==> src/pwsrc_pkg.sv <==
// Shared types and constants for the pulse waveform source.
`default_nettype none
package pwsrc_pkg;

  localparam int unsigned TIME_BITS_DEF  = 32;
  localparam int unsigned LEVEL_BITS_DEF = 16;
  localparam int unsigned DUR_BITS       = 31;
  localparam int unsigned CFG_DATA_BITS  = 32;
  localparam int unsigned CFG_IDX_BITS   = 3;
  localparam int unsigned QUEUE_DEPTH    = 4;

  typedef enum logic [CFG_IDX_BITS-1:0] {
    CFG_INITIAL_LEVEL = 3'd0,
    CFG_PEAK_LEVEL    = 3'd1,
    CFG_DELAY_TICKS   = 3'd2,
    CFG_RISE_TICKS    = 3'd3,
    CFG_WIDTH_TICKS   = 3'd4,
    CFG_FALL_TICKS    = 3'd5,
    CFG_PERIOD_TICKS  = 3'd6
  } cfg_reg_e;

  typedef enum logic [2:0] {
    SEG_ZERO = 3'd0,
    SEG_INIT = 3'd1,
    SEG_RISE = 3'd2,
    SEG_PEAK = 3'd3,
    SEG_FALL = 3'd4
  } seg_e;

  typedef struct packed {
    logic [DUR_BITS-1:0] delay;
    logic [DUR_BITS-1:0] rise;
    logic [DUR_BITS-1:0] width;
    logic [DUR_BITS-1:0] fall;
    logic [DUR_BITS-1:0] period;
  } dur_cfg_t;

  typedef struct packed {
    seg_e                seg;
    logic [DUR_BITS-1:0] elapsed;
  } item_t;

endpackage
`default_nettype wire

==> src/pwsrc_queue.sv <==
// Short FIFO of classified items between front and back.
`default_nettype none
module pwsrc_queue
  import pwsrc_pkg::*;
(
  input  logic  clk_i,
  input  logic  rst_ni,
  input  logic  push_i,
  input  item_t data_i,
  output logic  full_o,
  input  logic  pop_i,
  output logic  valid_o,
  output item_t data_o
);

  localparam int unsigned PB = $clog2(QUEUE_DEPTH);

  item_t       mem_q [QUEUE_DEPTH];
  logic [PB-1:0] wr_q, rd_q;
  logic [PB:0]   cnt_q;

  assign full_o  = (cnt_q == (PB+1)'(QUEUE_DEPTH));
  assign valid_o = (cnt_q != '0);
  assign data_o  = mem_q[rd_q];

  always_ff @(posedge clk_i or negedge rst_ni) begin
    if (!rst_ni) begin
      wr_q  <= '0;
      rd_q  <= '0;
      cnt_q <= '0;
    end else begin
      if (push_i) begin
        wr_q <= wr_q + PB'(1);
      end
      if (pop_i) begin
        rd_q <= rd_q + PB'(1);
      end
      cnt_q <= cnt_q + (PB+1)'(push_i) - (PB+1)'(pop_i);
    end
  end

  always_ff @(posedge clk_i) begin
    if (push_i) begin
      mem_q[wr_q] <= data_i;
    end
  end

endmodule
`default_nettype wire

==> config.mk <==
export PLATFORM = sky130hd
export DESIGN_NAME = pwsrc_queue
export DESIGN_NICKNAME = d
export VERILOG_FILES = /design/src/pwsrc_pkg.sv /design/src/pwsrc_queue.sv
export SDC_FILE = /design/constraint.sdc
export NUM_CORES = 1
export LEC_CHECK = 0
export BUFFER_PORTS_ARGS = -buffer_cell sky130_fd_sc_hd__buf_2
export CAP_MARGIN = 0
export CORE_ASPECT_RATIO = 0.6
export CORE_MARGIN = 5
export CORE_UTILIZATION = 25
export DETAILED_ROUTE_END_ITERATION = 6
export SYNTH_ARGS = -nofsm -noshare
export SYNTH_HDL_FRONTEND = slang
export SYNTH_SLANG_ARGS = --single-unit
export TNS_END_PERCENT = 10
==> constraint.sdc <==
create_clock -name clk_i -period 1.85 [get_ports clk_i]
set_input_delay 0.0925 -clock clk_i [delete_from_list [all_inputs] [get_ports clk_i]]
set_output_delay 0.0925 -clock clk_i [all_outputs]
set_load 0.05 [all_outputs]
==> results summary <==
The flow ran to the end, but the final reports show violations. The checks that failed: negative setup slack. The post-layout instance count excluding filler cells is 637. Across all layers, the routed design uses 2586 vias.

The area added between synthesis and finish came out at 35.3%. The die covers 24500 um^2. The internal power came out at 8.29 mW. The number of nets with antenna violations after detailed routing is 0. The net switching share of the total power is 36.4%. The worst path in the final design needs a cycle of 1.93 ns, including I/O delays and setup. The most used routing layer is met2. For the final database, setup skew stands at 0.00503 ns.

The CTS clock-pin slew for the worst setup and hold paths is 0.06 ns. The worst slack at placement is 0.299 ns. The floorplan has 41 rows. The layout has 1994 filler cells. The leakage dissipation is 2.55 nW.

The proportion of layout cells with a drive suffix above 1 came out at 41.6%. The synthesized netlist net count is 257. The first routing iteration left 102 violations. The TritonCTS clock tree is yes. The number of warnings reported in the yosys synthesis log came out at 0. The arrival time at the worst endpoint is 1.83 ns. The top cell types in the final layout, fill and taps aside, are edfxtp_1, buf_2, dlygate4sd3_1. The aggregate global-route resource usage came out at 9.37%.

The global-route track usage on met1 is 11.3%. After routing, the total negative slack on setup checks comes to -0.963 ns. In the final routed layout, each cell accounts on average for 17.5 um.

Traced cell by cell, the critical path runs through buf_6, mux4_1, buf_4. edfxtp_1 takes more of the synthesized area than any other cell. The count of buffers added by post-CTS timing repair for setup is 0. The total grt overflow came out at 0. For this run, the top clock speed supported by timing is 519 MHz. The end-of-flow core utilization came out at 34.4%. The final design instance area without fill came out at 7240 um^2.

Setup violations remaining at the end of the flow were counted as 33. The buffer depth of the longest clock path came out at 2. The post-route total power came out at 13.0 mW. Setup repair after global routing could not meet its margin everywhere.

The met2 capacity usage during global routing came out at 15.4%. The net count of the finished layout is 391. The count of unique library cells instantiated by Yosys came out at 17. The count of inserted antenna diode cells came out at 0. The number of buffers inserted by port buffering is 73.

The number of antenna violations at the first check in global routing is 0. The classification of the worst-slack hold path is input pin to async pin. The number of global-route vias before repair was 2849.

In this run the clock root is driven by a clkbuf_16. The die is 123 um tall. The post-synthesis average cell area is 25.2 um^2. The remaining routing DRC violations is 0. The largest single stage delay on the critical path is 0.59 ns. Entering global routing, the biggest net connects 30 pins.

The post-route worst hold slack came out at 0.0730 ns. The total cell area at the placement stage is 6110 um^2. The final wirelength is 11100 um. The critical path's slowest cell is mux4_1. The CTS sink count came out at 143. The share of power burned in the clock network came out at 24.6%.

The switching power total is 4.75 mW. The register bit total from synthesis came out at 143. The post-synthesis instance area came out at 5350 um^2. The remaining max-slew budget at the tightest pin is 78.9%. By area the synthesized netlist is led by edfxtp_1, mux4_2, dfrtp_1.

For the pin with the worst max-slew slack, the measured transition is 0.316 ns. After technology mapping, the gate count stands at 212. The detailed-route vias per instance came out at 4.06. The biggest fanout along the worst timing path is 7. The final critical path takes up 104% of the cycle. Setup slack on the critical path of the routed design comes to -0.0755 ns. From left edge to right edge, the die measures 199 um. The number of hold violations in the final report is 0. The power density of the placed cells came out at 1800 nW/um^2. The portion of synthesized cell area occupied by the leading cell type came out at 76.3%. The highest ir drop seen on vdd is 1.07 mV. The register-to-register setup slack is 0.32 ns. The clock reaches the later pin of the worst-skew pair after 0.41 ns. The initial core utilization came out at 25.4%.

The part of the power in combinational logic is 41.1%. After legalization and detailed placement, the total HPWL measured 6730 um. For this run, the detailed router's first-pass iteration total came to 4.

CTS built an H-tree with a depth of 4. Global routing used 3.57% of the available met3 tracks. The number of ports placed on the die boundary came out at 74.

The number of maximum-capacitance violations came out at 0. The TritonCTS buffer count came out at 17. In this run, placement finished with an instance count of 568. The worst setup path is captured at an output pin.

The library cell used most frequently in the layout, excluding fill and tap cells, is edfxtp_1. The global-route wire length before repair is 16400 um. By startpoint and endpoint, the worst setup path is classified as register to output pin. The final number of max-transition violations came out at 0.

Sequential cells were found to cover 79.6% of the synthesized design area. The final estimated routing congestion in global placement came out at 0.676. The data required time at the worst endpoint came out at 1.76 ns.

STA classifies the critical path startpoint as a register. The area of the core region came out at 21000 um^2. The share of total power dissipated in sequential elements is 34.3%.
power by group through the flow:
stage	Sequential, mW	Clock [mW]	Combinational, mW
after global routing	4.53	3.46	5.68
after floorplan	4.43	0	3.63
after CTS	4.47	3.31	5.40
after detailed placement	4.53	0	4.69
after global placement	4.49	0	4.64
final	4.47	3.21	5.36
cell usage after synthesis (all sizes together):
cell type,number
mux4,34
inv,6
and2,4
and3,1
nand2,2
or3,1
fa,1
xor2,3
edfxtp,136
o21ai,1
xnor2,2
buf,8
ha,6
dfrtp,7
state kept, by name, indices dropped and copies added, names as in the netlist:
name and count:
cnt_q 3, rd_q 2, wr_q 2, mem_q 136
logic make-up after synthesis:
| group | Yosys count | share of synthesized area [%] |
|---|---|---|
| flops | 143 | 79.6 |
| mux | 34 | 14.7 |
| buf+inv | 14 | 2.13 |
| simple gates | 8 | 0.842 |
| fa+ha+maj | 7 | 1.78 |
| xor+xnor | 5 | 0.819 |
| compound gates | 1 | 0.0935 |
timing repair:
| item | CTS | global route |
|---|---|---|
| hold endpoints to repair | 147 | 0 |
| endpoints found under the setup margin | 34 | 34 |
| hold buffers | 37 | 0 |
| gates cloned | 0 | 1 |
| resized for setup | 63 | 1 |
worst paths after layout:
kind                       cells after the start           startpoint                     end
setup reg to reg                               6   cnt_q[0]$_DFF_PN0_      cnt_q[2]$_DFF_PN0_
min in group clk_i                             2           data_i[27]  mem_q[1][27]$_DFFE_PP_
setup / recovery                               3  rd_q[0]$_DFFE_PN0P_               data_o[1]
max in group asynchronous                      2               rst_ni     rd_q[0]$_DFFE_PN0P_
hold reg to reg                                1  wr_q[0]$_DFFE_PN0P_     wr_q[0]$_DFFE_PN0P_
hold / removal                                 2               rst_ni      cnt_q[2]$_DFF_PN0_
routing by layer:
metal | wire length [um] | part of all wire [%]
met1 | 4970 | 45
met2 | 5450 | 49
met3 | 575 | 5.2
met4 | 152 | 1.4
met5 | 0 | 0
area by class of cell:
class	instances	area (um^2)	share of cell area (%)
clock buffers	19	433	5.98
clock inverters	12	121	1.68
inverters	6	22.5	0.311
multi-input cells	55	975	13.5
flip-flops and latches	143	4260	58.9
well taps	279	349	4.82
repair buffers	123	1080	14.9
critical path: cells and delay by family (launching register included):
family	cells	cell delay, ns
mux	1	0.59
flops	1	0.43
buf+inv	2	0.40
Note: power is estimated with default switching activity, not from simulation.
