### src/pwsrc_pkg.sv
// Shared types and constants for the pulse waveform source.
`default_nettype none
package pwsrc_pkg;

  localparam int unsigned TIME_BITS_DEF  = 32;
  localparam int unsigned LEVEL_BITS_DEF = 16;
  localparam int unsigned DUR_BITS       = 31;
  localparam int unsigned CFG_DATA_BITS  = 32;
  localparam int unsigned CFG_IDX_BITS   = 3;
  localparam int unsigned QUEUE_DEPTH    = 4;

  typedef enum logic [CFG_IDX_BITS-1:0] {
    CFG_INITIAL_LEVEL = 3'd0,
    CFG_PEAK_LEVEL    = 3'd1,
    CFG_DELAY_TICKS   = 3'd2,
    CFG_RISE_TICKS    = 3'd3,
    CFG_WIDTH_TICKS   = 3'd4,
    CFG_FALL_TICKS    = 3'd5,
    CFG_PERIOD_TICKS  = 3'd6
  } cfg_reg_e;

  typedef enum logic [2:0] {
    SEG_ZERO = 3'd0,
    SEG_INIT = 3'd1,
    SEG_RISE = 3'd2,
    SEG_PEAK = 3'd3,
    SEG_FALL = 3'd4
  } seg_e;

  typedef struct packed {
    logic [DUR_BITS-1:0] delay;
    logic [DUR_BITS-1:0] rise;
    logic [DUR_BITS-1:0] width;
    logic [DUR_BITS-1:0] fall;
    logic [DUR_BITS-1:0] period;
  } dur_cfg_t;

  typedef struct packed {
    seg_e                seg;
    logic [DUR_BITS-1:0] elapsed;
  } item_t;

endpackage
`default_nettype wire

### src/pwsrc_back.sv
// Back end: ramp multiply, pipelined divide by ramp duration, level select, output register.
`default_nettype none
module pwsrc_back
  import pwsrc_pkg::*;
#(
  parameter int unsigned LEVEL_BITS = LEVEL_BITS_DEF
) (
  input  logic                  clk_i,
  input  logic                  rst_ni,
  input  logic                  q_valid_i,
  input  item_t                 item_i,
  output logic                  pop_o,
  input  logic [LEVEL_BITS-1:0] initial_level_i,
  input  logic [LEVEL_BITS-1:0] peak_level_i,
  input  dur_cfg_t              dur_i,
  output logic                  out_valid_o,
  input  logic                  out_stall_i,
  output logic [LEVEL_BITS-1:0] level_o
);

  localparam int unsigned L  = LEVEL_BITS;
  localparam int unsigned PW = L + DUR_BITS;

  logic                en;
  logic [L+1:0]        v_q;
  item_t               b0_q;
  seg_e                seg_q [0:L];
  logic [DUR_BITS-1:0] r_q   [0:L];
  logic [L-1:0]        lo_q  [0:L];
  logic [L-1:0]        qt_q  [0:L];
  logic                ov_q;
  logic [L-1:0]        level_q;

  logic [L:0]    diff, dmag, init_x, peak_x, q_x, sum;
  logic          dneg;
  logic [PW-1:0] prod;

  assign en    = !ov_q || !out_stall_i;
  assign pop_o = en && q_valid_i;

  assign init_x = {initial_level_i[L-1], initial_level_i};
  assign peak_x = {peak_level_i[L-1], peak_level_i};
  assign diff   = peak_x - init_x;
  assign dneg   = diff[L];
  assign dmag   = dneg ? (~diff + (L+1)'(1)) : diff;
  assign prod   = PW'(dmag[L-1:0]) * PW'(b0_q.elapsed);

  always_ff @(posedge clk_i or negedge rst_ni) begin
    if (!rst_ni) begin
      v_q  <= '0;
      ov_q <= 1'b0;
    end else if (en) begin
      v_q  <= {v_q[L:0], q_valid_i};
      ov_q <= v_q[L+1];
    end
  end

  always_ff @(posedge clk_i) begin
    if (en) begin
      b0_q     <= item_i;
      seg_q[0] <= b0_q.seg;
      r_q[0]   <= prod[PW-1:L];
      lo_q[0]  <= prod[L-1:0];
      qt_q[0]  <= '0;
    end
  end

  for (genvar g = 0; g < L; g++) begin : g_div
    logic [DUR_BITS-1:0] dur;
    logic [DUR_BITS:0]   r2;
    logic [DUR_BITS+1:0] r2s;
    assign dur = (seg_q[g] == SEG_RISE) ? dur_i.rise : dur_i.fall;
    assign r2  = {r_q[g], lo_q[g][L-1]};
    assign r2s = {1'b0, r2} - {2'b00, dur};
    always_ff @(posedge clk_i) begin
      if (en) begin
        r_q[g+1]   <= r2s[DUR_BITS+1] ? r2[DUR_BITS-1:0] : r2s[DUR_BITS-1:0];
        lo_q[g+1]  <= {lo_q[g][L-2:0], 1'b0};
        qt_q[g+1]  <= {qt_q[g][L-2:0], ~r2s[DUR_BITS+1]};
        seg_q[g+1] <= seg_q[g];
      end
    end
  end

  assign q_x = {1'b0, qt_q[L]};

  always_comb begin
    case (seg_q[L])
      SEG_INIT: sum = init_x;
      SEG_PEAK: sum = peak_x;
      SEG_RISE: sum = dneg ? (init_x - q_x) : (init_x + q_x);
      SEG_FALL: sum = dneg ? (peak_x + q_x) : (peak_x - q_x);
      default:  sum = '0;
    endcase
  end

  always_ff @(posedge clk_i) begin
    if (en) begin
      level_q <= sum[L-1:0];
    end
  end

  assign out_valid_o = ov_q;
  assign level_o     = level_q;

endmodule
`default_nettype wire

### config.mk
export PLATFORM = sky130hd
export DESIGN_NAME = pwsrc_back
export DESIGN_NICKNAME = d
export VERILOG_FILES = /design/src/pwsrc_pkg.sv /design/src/pwsrc_back.sv
export SDC_FILE = /design/constraint.sdc
export NUM_CORES = 2
export LEC_CHECK = 0
export BUFFER_PORTS_ARGS = -buffer_cell sky130_fd_sc_hd__buf_2
export CORE_AREA = 2 2 318 399
export DETAILED_ROUTE_END_ITERATION = 16
export DIE_AREA = 0 0 320 401
export GPL_ROUTABILITY_DRIVEN = 0
export PLACE_DENSITY = 0.8
export SLEW_MARGIN = 10
export SYNTH_ARGS = -nofsm -noshare
export SYNTH_HDL_FRONTEND = slang
export SYNTH_SLANG_ARGS = --single-unit
### constraint.sdc
create_clock -name clk_i -period 36.4 [get_ports clk_i]
set_clock_uncertainty 0.15 [all_clocks]
set_input_delay 9.1 -clock clk_i [delete_from_list [all_inputs] [get_ports clk_i]]
set_output_delay 9.1 -clock clk_i [all_outputs]
set_load 0.03 [all_outputs]
==> impl_metrics.tcl <==
set metrics [dict create \
    critPathLaunchType "input port" \
    period_needed_ns 19.32 \
    first_iter_violations 4199 \
    clkSinkCount 888 \
    rows 145 \
    synth-compound-area-share_pct 14.80 \
    ys_async_sr_fraction_pct 2.140 \
    cts_resized 0 \
    drtAntennaViolNets 0 \
    synth_area_sq_um 77920 \
    crit_family "simple AND/OR/NAND/NOR gates" \
    post_cts_buffers 0 \
    worstHoldStart "qt_q[0][135]$_DFFE_PN_" \
    first_pass_iters 6 \
    cts_buffers 97 \
    antenna_found_initial 13 \
    post-route-drc-count 0 \
    path_cells "buf_2, nand2_4, and2_1, buf_2" \
    setup_tns_ns 0 \
    layout-drive-gt1-share_pct 7.041 \
    post-place-ws_ns 16.67 \
    num_io_pins 243 \
    ys_seq_area_share_pct 34.10 \
    yosys-top-cells-area "edfxtp_1, fa_1, ha_1" \
    synth_fa_ha_area_share_pct 21.47 \
    clockBufferDepth 3 \
    grt_max_degree 184 \
    synth_top_family_by_area "adder cells" \
    setup_ws_ns 17.08 \
    hpwl_mm 144.2 \
    cp_max_fo 39 \
    grt_overflow_total 0 \
    period_share_pct 53.08 \
    fp.dieH_microns 401 \
    ys_top_cells_by_count "edfxtp_1, nand2_1, inv_1" \
    track_usage_pct 29.91 \
    outcome "complete, no violations" \
    via_count 59918 \
    dieArea_sq_um 128300 \
    cp.buffers_inverters 2 \
    hold_class "flop to flop" \
    crit_type "input port to primary output" \
    hold_ws_ns 0.2476 \
    rsz0062_at_grt "no" \
    drv_slew 0 \
    drv_cap 0 \
    max_freq_mhz 51.76 \
    synthesis.nets 9133 \
    cts-root-buf "clkbuf_16" \
    clk_latency_ns 0.75 \
    worst_pin_slew_ns 1.227 \
    syn_to_final_growth_pct 7.310 \
    syn_avg_cell_area_sq_um 9.959 \
    io_buffers 149 \
    endpoint_kind "primary output" \
    synth.top_cell.area_share_pct 33.49 \
    viasPerCell 6.283 \
    grt_pass1_wl_mm 311.7 \
    grt_pass1_vias 62797 \
    setup_violations 0 \
    ys.flop_type "edfxtp_1" \
    syn_inst 7824 \
    crit_path_frequent_cell "buf_2" \
    cts_tree "built" \
    synth.distinct_cells 87 \
    nNetsFinal 9138 \
    synth_xor_area_share_pct 5.283 \
    synthSimpleGateAreaFrac_pct 11.31 \
    start_util_pct 62.60 \
    slew_headroom_pct 18.21 \
    synth.most_common_cell "edfxtp_1" \
    drt_wl_total_mm 193.3 \
    cpMaxStageDelayCell "nand2_4" \
    critical_path.startpoint "out_stall_i" \
    core_sq_um 124500 \
    cp_data_arrival_time_ns 10.07 \
    h-tree-depth 3 \
    ys_ff_latch 888 \
    synth_edf_count 869 \
    crit_required_ns 27.15 \
    cts_hold_buf 0 \
    die_x_microns 320 \
    yosysWarnings 0 \
    synthMuxAreaShare_pct 8.071 \
    clk_pin_slew_ns 0.06 \
    r2r_start "b0_q[9]$_DFFE_PN_" \
    hold_viol 0 \
    yosysTopAreaCell "edfxtp_1" \
    wire_per_inst_microns 20.27 \
    slowest_delay_ns 0.42 \
]
-- metrics by stage --
stage	std cells	area, sq um	utilization [%]
2_1_floorplan	7824	77920	-
3_3_place_gp	9347	80400	64.60
3_5_place_dp	9347	80400	64.60
4_1_cts	9528	83590	67.16
5_1_grt	9532	83600	67.17
6_report	9536	83610	67.18
-- flip-flops by register name, indices dropped and copies added (netlist names) --
register     flops
b0_q            34
level_o         16
lo_q           136
out_valid_o      1
qt_q           136
r_q            496
seg_q           51
v_q             18
-- cells in the final DEF, fill, tap and decap left out, types with 98 or more instances in the layout --
cell and count:
mux2i_1 509, inv_1 699, fa_1 422, mux2_2 105, buf_2 149, nor2_1 346, nor2b_1 98, and2_1 133
ha_1 662, nand2_1 825, nand2b_1 115, edfxtp_1 869, xnor2_1 268, a21oi_1 524, a21o_1 251, o21ai_0 531
xor2_1 188, clkbuf_16 98
-- cell families after synthesis --
group | after synthesis
and+or+nand+nor | 1890
buffers and inverters | 1019
adders and majority gates | 1084
xor gates and xnor gates | 470
AOI/OAI and AO/OA | 1858
muxes | 615
DFF | 888
-- final cells by class --
type | instances | area (sq um)
Inverter | 701 | 2631
Clock inverter | 57 | 645.6
Antenna cell | 8 | 20.02
Multi-Input combinational cell | 5917 | 47840
Clock buffer | 124 | 2550
Fill cell | 9132 | 40850
Tap cell | 1617 | 2023
Sequential cell | 888 | 26570
Timing Repair Buffer | 224 | 1334
-- routing by layer --
metal,share of wire [%],routed length (microns),track usage [%],vias up
li1,-,-,-,27711
met3,6.3,12250,4.646,673
met5,0.027,53,0,-
met1,36,69260,31.78,29239
met4,5.5,10570,17.06,8
met2,52,101100,55.80,2287
-- path summary, 6_finish.rpt --
kind	depth (start not counted)	slack (ns)	to
min	0	0.25	qt_q[0][152]$_DFFE_PN_
max reg2reg	25	28.55	r_q[0][30]$_DFFE_PN_
min reg2reg	0	0.25	qt_q[0][152]$_DFFE_PN_
max	4	17.08	pop_o
max in group asynchronous	1	27.70	v_q[7]$_DFFE_PN0N_
min in group asynchronous	1	8.11	v_q[12]$_DFFE_PN0N_
Power is not shown: default switching activity piles up to over one toggle a cycle in this logic, so the estimate is an artifact.
